**config.mk**
```make
export PLATFORM = sky130hd
export DESIGN_NAME = internet_checksum_verifier_core
export DESIGN_NICKNAME = d
export VERILOG_FILES = /design/src/rtl/icv_pkg.sv /design/src/rtl/icv_accum.sv /design/src/rtl/internet_checksum_verifier_core.sv
export SDC_FILE = /design/constraint.sdc
export NUM_CORES = 1
export LEC_CHECK = 0
export BUFFER_PORTS_ARGS = -buffer_cell sky130_fd_sc_hd__buf_2
export CAP_MARGIN = 20
export CELL_PAD_IN_SITES_DETAIL_PLACEMENT = 1
export CELL_PAD_IN_SITES_GLOBAL_PLACEMENT = 2
export CORE_ASPECT_RATIO = 1.75
export CORE_MARGIN = 5
export CORE_UTILIZATION = 30
export CTS_BUF_LIST = sky130_fd_sc_hd__clkbuf_16
export DETAILED_ROUTE_END_ITERATION = 12
export PLACE_DENSITY_LB_ADDON = 0.1
export RECOVER_POWER = 50
export SYNTH_ARGS = -nofsm -noshare
export SYNTH_HDL_FRONTEND = slang
export SYNTH_SLANG_ARGS = --single-unit
```
**constraint.sdc**
```tcl
create_clock -name clk -period 12.92 [get_ports clk]
set_input_delay 1.938 -clock clk [delete_from_list [all_inputs] [get_ports clk]]
set_output_delay 1.938 -clock clk [all_outputs]
set_load 0.05 [all_outputs]
```
**src/rtl/icv_pkg.sv**
```systemverilog
// shared types and constants for the internet checksum verifier
`default_nettype none

package icv_pkg;

	localparam int LENGTH_BITS_DEFAULT = 16;

	typedef enum logic {
		CMD_ADDRESS = 1'b0,
		CMD_DATA    = 1'b1
	} cmd_t;

	typedef struct packed {
		cmd_t        cmd;
		logic [31:0] address_word;
		logic [7:0]  data_byte;
		logic [7:0]  protocol;
		logic        last;
	} item_t;

	typedef struct packed {
		logic [15:0] checksum_value;
		logic        checksum_ok;
		logic        length_overflow;
	} result_t;

endpackage

`default_nettype wire

```
**src/rtl/icv_accum.sv**
```systemverilog
// packet state and one's-complement sum datapath of the checksum verifier
`default_nettype none

module icv_accum #(
	parameter int LENGTH_BITS = icv_pkg::LENGTH_BITS_DEFAULT
) (
	input  wire logic            clk,
	input  wire logic            arst_n,
	input  wire logic            step,
	input  var  icv_pkg::item_t  item,
	input  wire logic            use_pseudo,
	output var  icv_pkg::result_t result
);
	import icv_pkg::*;

	localparam logic [15:0] SUM_MASK = 16'hFFFF;

	logic [15:0]            sum_q;
	logic [7:0]             held_q;
	logic                   pending_q;
	logic [LENGTH_BITS-1:0] count_q;
	logic                   sat_q;

	logic                   is_data;
	logic                   is_last;
	logic                   at_limit;
	logic [LENGTH_BITS-1:0] count_next;
	logic [31:0]            count_ext;
	logic [15:0]            term_a;
	logic [15:0]            term_b;
	logic [15:0]            term_c;
	logic [15:0]            term_d;
	logic [18:0]            raw_sum;
	logic [15:0]            folded;
	logic [15:0]            value;

	function automatic logic [15:0] fold19(input logic [18:0] s);
		logic [16:0] f1;
		f1 = {1'b0, s[15:0]} + 17'(s[18:16]);
		return f1[15:0] + 16'(f1[16]);
	endfunction

	assign is_data    = (item.cmd == CMD_DATA);
	assign is_last    = is_data && item.last;
	assign at_limit   = &count_q;
	assign count_next = at_limit ? count_q : count_q + LENGTH_BITS'(1);
	assign count_ext  = 32'(count_next);

	// operands for this beat
	always_comb begin
		term_a = '0;
		term_b = '0;
		term_c = '0;
		term_d = '0;
		if (!is_data) begin
			term_a = item.address_word[31:16];
			term_b = item.address_word[15:0];
		end else begin
			if (pending_q) begin
				term_a = {held_q, item.data_byte};
			end else if (item.last) begin
				term_a = {item.data_byte, 8'h00};
			end
			if (item.last && use_pseudo) begin
				term_b = count_ext[31:16];
				term_c = count_ext[15:0];
				term_d = {8'h00, item.protocol};
			end
		end
	end

	assign raw_sum = 19'(sum_q) + 19'(term_a) + 19'(term_b) + 19'(term_c) + 19'(term_d);
	assign folded  = fold19(raw_sum);
	assign value   = ~folded;

	assign result.checksum_value  = value;
	assign result.checksum_ok     = (value == 16'h0000) || (value == SUM_MASK);
	assign result.length_overflow = sat_q || at_limit;

	always_ff @(posedge clk or negedge arst_n) begin
		if (!arst_n) begin
			sum_q     <= '0;
			held_q    <= '0;
			pending_q <= 1'b0;
			count_q   <= '0;
			sat_q     <= 1'b0;
		end else if (step) begin
			if (!is_data) begin
				sum_q <= folded;
			end else if (is_last) begin
				sum_q     <= '0;
				held_q    <= '0;
				pending_q <= 1'b0;
				count_q   <= '0;
				sat_q     <= 1'b0;
			end else begin
				sum_q     <= folded;
				held_q    <= pending_q ? 8'h00 : item.data_byte;
				pending_q <= !pending_q;
				count_q   <= count_next;
				sat_q     <= sat_q || at_limit;
			end
		end
	end

	a_clear_after_last: assert property (@(posedge clk) disable iff (!arst_n)
		$past(step && is_last) |-> (sum_q == 16'h0000) && !pending_q && !sat_q)
		else $error("packet state not cleared after last beat");

	a_sat_at_limit: assert property (@(posedge clk) disable iff (!arst_n)
		sat_q |-> &count_q)
		else $error("saturation flag set below count limit");

	a_held_zero_idle: assert property (@(posedge clk) disable iff (!arst_n)
		!pending_q |-> (held_q == 8'h00))
		else $error("held byte nonzero without pending byte");

endmodule

`default_nettype wire

```
**src/rtl/internet_checksum_verifier_core.sv**
```systemverilog
// top level of the internet checksum verifier: handshakes, stage register, result register
// a last data beat goes to the stage register and its result then to the result register
// throughput: one beat per cycle, each a single end-around-carry sum into the state, but
// the input stage waits only while it holds a last beat and the result register is stalled
// reset: asynchronous, clears sum, pending byte, count, use_pseudo and all valid flags
`default_nettype none

module internet_checksum_verifier_core #(
	parameter int LENGTH_BITS = icv_pkg::LENGTH_BITS_DEFAULT
) (
	input  wire logic             clk,
	input  wire logic             arst_n,
	input  wire logic             cfg_wr_en,
	input  wire logic             cfg_wr_data,
	input  wire logic             item_valid,
	output logic                  item_stall,
	input  var  icv_pkg::item_t   item,
	output logic                  result_valid,
	input  wire logic             result_stall,
	output icv_pkg::result_t      result
);
	import icv_pkg::*;

	logic    use_pseudo_q;
	logic    valid_s1;
	item_t   item_s1;
	logic    is_res_s1;
	logic    go_s1;
	logic    result_valid_q;
	result_t result_q;
	result_t result_comb;

	assign is_res_s1  = (item_s1.cmd == CMD_DATA) && item_s1.last;
	assign go_s1      = valid_s1 && (!is_res_s1 || !result_valid_q || !result_stall);
	assign item_stall = valid_s1 && !go_s1;

	always_ff @(posedge clk or negedge arst_n) begin
		if (!arst_n) begin
			use_pseudo_q <= 1'b0;
		end else if (cfg_wr_en) begin
			use_pseudo_q <= cfg_wr_data;
		end
	end

	always_ff @(posedge clk or negedge arst_n) begin
		if (!arst_n) begin
			valid_s1 <= 1'b0;
		end else if (!item_stall) begin
			valid_s1 <= item_valid;
		end
	end

	always_ff @(posedge clk) begin
		if (item_valid && !item_stall) begin
			item_s1 <= item;
		end
	end

	icv_accum #(
		.LENGTH_BITS(LENGTH_BITS)
	) u_accum (
		.clk        (clk),
		.arst_n     (arst_n),
		.step       (go_s1),
		.item       (item_s1),
		.use_pseudo (use_pseudo_q),
		.result     (result_comb)
	);

	always_ff @(posedge clk or negedge arst_n) begin
		if (!arst_n) begin
			result_valid_q <= 1'b0;
		end else if (go_s1 && is_res_s1) begin
			result_valid_q <= 1'b1;
		end else if (!result_stall) begin
			result_valid_q <= 1'b0;
		end
	end

	always_ff @(posedge clk) begin
		if (go_s1 && is_res_s1) begin
			result_q <= result_comb;
		end
	end

	assign result_valid = result_valid_q;
	assign result       = result_q;

	a_stall_only_on_last: assert property (@(posedge clk) disable iff (!arst_n)
		item_stall |-> valid_s1 && is_res_s1 && result_valid_q)
		else $error("input stalled without a blocked result");

	a_result_from_last: assert property (@(posedge clk) disable iff (!arst_n)
		$rose(result_valid_q) |-> $past(go_s1 && is_res_s1))
		else $error("result beat without a last data beat");

	a_no_stall_when_empty: assert property (@(posedge clk) disable iff (!arst_n)
		!result_valid_q |-> !item_stall)
		else $error("input stalled while result register empty");

endmodule

`default_nettype wire

```
==> impl_metrics.py <==
metrics = {
    "sta": {
        "slew_headroom_pct": -107,
        "period_share_pct": 83.1,
        "grt_setup_unrepaired": "false",
        "fmax_ghz": 0.0932,
        "min_period_ps": 10730,
        "worst-slew-pin-transition_ps": 3110,
        "hold_violations": 0,
        "holdWs_ps": 488,
        "finClkSkew_ps": 11.2,
        "finalSetupTns_ps": 0,
        "setup_viol": 0,
        "slew_violations": 97,
        "fin_ws_ps": 2190,
    },
    "setup_path": {
        "crit_fanout": 27,
        "cp_slowest_cell": "fa_1",
        "end_kind": "flop",
        "reg2reg_to": "result[1]",
        "rr_worst_depth": 46,
        "critPathKind": "reg2reg",
        "cpPeakStageDelay_ps": 560,
        "r2r-start": "item_s1[49]",
        "cp.required_ps": 13210,
        "cp-start-kind": "flop",
        "timing.reg2reg.setup_slack_ps": 2190,
        "cp_data_arrival_time_ps": 11020,
    },
    "final_layout": {
        "n_antenna_cell": 0,
        "area_delta_synth_final_pct": 15.9,
        "drive_gt1_share_pct": 11.9,
        "post-route-cell-area_um2": 8690,
        "layout.nets": 950,
    },
    "synthesis": {
        "yosysUniqueCellTypes": 63,
        "async_flop_share_pct": 39.8,
        "syn-mean-instance-area_um2": 10.1,
        "synth-main-ff-cell": "edfxtp_1",
        "synth-edff-count": 68,
        "synth_area_leaders": "edfxtp_1, dfrtp_1, ha_1",
        "synth_top_area_share_pct": 27.2,
        "synth_nets": 875,
        "yosysSeqAreaShare_pct": 42.2,
        "syn_area_um2": 7500,
        "ys_ff_latch": 113,
        "yosysTopAreaCell": "edfxtp_1",
        "ys_warn_count": 0,
        "syn_inst": 742,
    },
    "route": {
        "num_vias": 5654,
        "dr.pass1.iters": 4,
        "route.detailed.drc": 0,
        "post_drt_wl_per_cell_um": 21.0,
        "drt_iter0_markers": 229,
        "final_antenna_net_count": 0,
        "wl_mm": 24.0,
        "vias_per_cell": 4.95,
    },
    "grt": {
        "grt_max_degree": 51,
        "grt_overflow_total": 0,
        "grt_pass1_wl_mm": 36.9,
        "antenna_found_initial": 0,
        "grt_usage_pct": 17.7,
        "grt_pass1_vias": 6268,
    },
    "min_path": {
        "hp-class": "reg2reg",
        "min_from": "u_accum.held_q[4]",
        "worst_hold_path.num_cells": 2,
        "hold_path_end": "u_accum.held_q[4]",
    },
    "die": {
        "die_h_um": 219,
        "start_util_pct": 30.5,
        "io_pins": 76,
        "core_um2": 24600,
        "fp.dieW_um": 130,
        "rows": 76,
        "die_area_um2": 28400,
    },
    "power_and_ir_drop": {
        "powerDensity_nw_per_um2": 303,
        "power_uw": 2640,
        "p_leak_uw": 0.00375,
        "peakVddDrop_mv": 0.256,
    },
    "placement": {
        "dpl-instance-area_um2": 8210,
        "io_buffers": 75,
        "place.gp.congestion": 0.859,
        "place_hpwl_mm": 19.1,
        "pre_cts_slack_ps": 2170,
    },
    "clock_tree": {
        "ctsResizeCount": 0,
        "holdBufCountCts": 0,
        "clk_latency_ps": 440,
        "clk_pin_slew_ps": 60,
        "cts-buffers-inserted": 17,
        "cts_setup_buffers": 0,
        "clockRootBuffer": "clkbuf_16",
        "cts_buffer_depth": 2,
        "htreeDepth": 4,
        "cts_tree": "done",
        "clock-sinks": 113,
    },
    "run_status": {
        "status": "finished with violations",
        "violations": "max-capacitance violations, max-slew violations",
    },
    "flow_run": {
        "max_cap_violations": 2,
    },
}
synth_stat cells (all sizes together), types with 13 or more instances:
master / instances
nor3: 13
and2: 14
ha: 51
inv: 58
xnor2: 35
fa: 26
edfxtp: 68
xor2: 23
a21oi: 30
o21ai: 55
nor2: 56
and3: 13
a21o: 15
dfrtp: 45
nand2: 92
nor2b: 13
clkbuf: 21
cells by family after synthesis:
kind of cell	count (synthesis)	synth area share (%)
and+or+nand+nor	242	16.1
buffers and inverters	82	4.12
xor gates and xnor gates	58	6.87
adders and majority gates	78	15.6
AOI/OAI and AO/OA	165	14.6
DFF	113	42.2
muxes	4	0.550
placed cells by master (no fill, tap or decap), types with 3 or more instances in the layout:
cell / synthesis / final
o21ai_0: 53 / 53
o211ai_1: 4 / 4
a21oi_1: 29 / 29
clkinv_4: 0 / 4
xor2_1: 23 / 23
mux2i_1: 3 / 3
nor4_1: 4 / 4
edfxtp_1: 68 / 68
clkinvlp_4: 0 / 3
nand2b_1: 4 / 4
nor2_1: 56 / 56
nor2b_1: 12 / 12
o21a_1: 9 / 9
a31oi_1: 5 / 5
a22o_1: 10 / 10
o31ai_1: 6 / 6
ha_1: 51 / 51
a21o_1: 15 / 15
inv_1: 58 / 59
nand2_1: 92 / 92
and2_1: 13 / 11
nand4_1: 11 / 11
fa_1: 26 / 26
dfrtp_1: 45 / 45
clkbuf_16: 0 / 17
xnor2_1: 34 / 34
and3_1: 13 / 13
a221oi_1: 8 / 8
nand3_1: 11 / 11
buf_2: 1 / 49
clkbuf_1: 21 / 29
nor3_1: 11 / 11
clkinv_2: 0 / 5
final cells by class:
cell class / count / area (µm²)
flip-flops and latches: 113 / 3170
clock buffers: 17 / 425
inverters: 58 / 218
repair buffers: 80 / 369
fillers: 2803 / 15900
well taps: 312 / 390
multi-input cells: 547 / 4030
clock inverters: 15 / 98.8
metal layers:
layer  vias up  GRT usage, %  part of all wire, %  wire length (µm)
met5         -             0                    0                 0
met4         0          6.10                  2.1               512
met3        25          3.04                  2.1               506
met2        70          33.5                   56             13400
met1      2797          19.4                   40              9600
li1       2762             -                    -                 -
metrics by stage:
step | std cells | utilization, %
2_1_floorplan | 742 | -
3_3_place_gp | 1110 | 33.4
3_5_place_dp | 1110 | 33.4
4_1_cts | 1142 | 35.5
5_1_grt | 1142 | 35.3
6_report | 1142 | 35.3
state kept, by name (all words and copies together) (netlist names):
register           cells
result_valid           1
u_accum.sat_q          1
u_accum.pending_q      1
u_accum.held_q         8
u_accum.sum_q         16
item_s1               50
u_accum.count_q       16
result                18
use_pseudo_q           1
valid_s1               1
worst max-delay path, delay by kind of cell (launching register included):
kind	cells	cell delay, ps
multiplexers	1	140
flip-flops	1	330
AND/OR/NAND/NOR	14	3150
AO/OA/AOI/OAI	14	2850
adder cells (fa/ha/maj)	8	2520
buffers and inverters	6	1070
XOR/XNOR	3	530
how the worst max path moves through the flow:
stage                                   from         to  slack [ps]  depth (start not counted)
after floorplan                  item_s1[49]  result[1]        3790                         46
after global placement           item_s1[49]  result[1]        2300                         46
after detailed placement         item_s1[49]  result[1]        2170                         45
after CTS                        item_s1[49]  result[1]        2130                         45
after global routing      u_accum.count_q[6]  result[1]        1270                         44
final                            item_s1[49]  result[1]        2190                         46
power by group:
group	switching [µW]	internal, µW
Sequential	36.5	486
Clock	180	242
Combinational	1130	563
Total	1350	1290
Note: power is estimated with default switching activity, not from simulation.
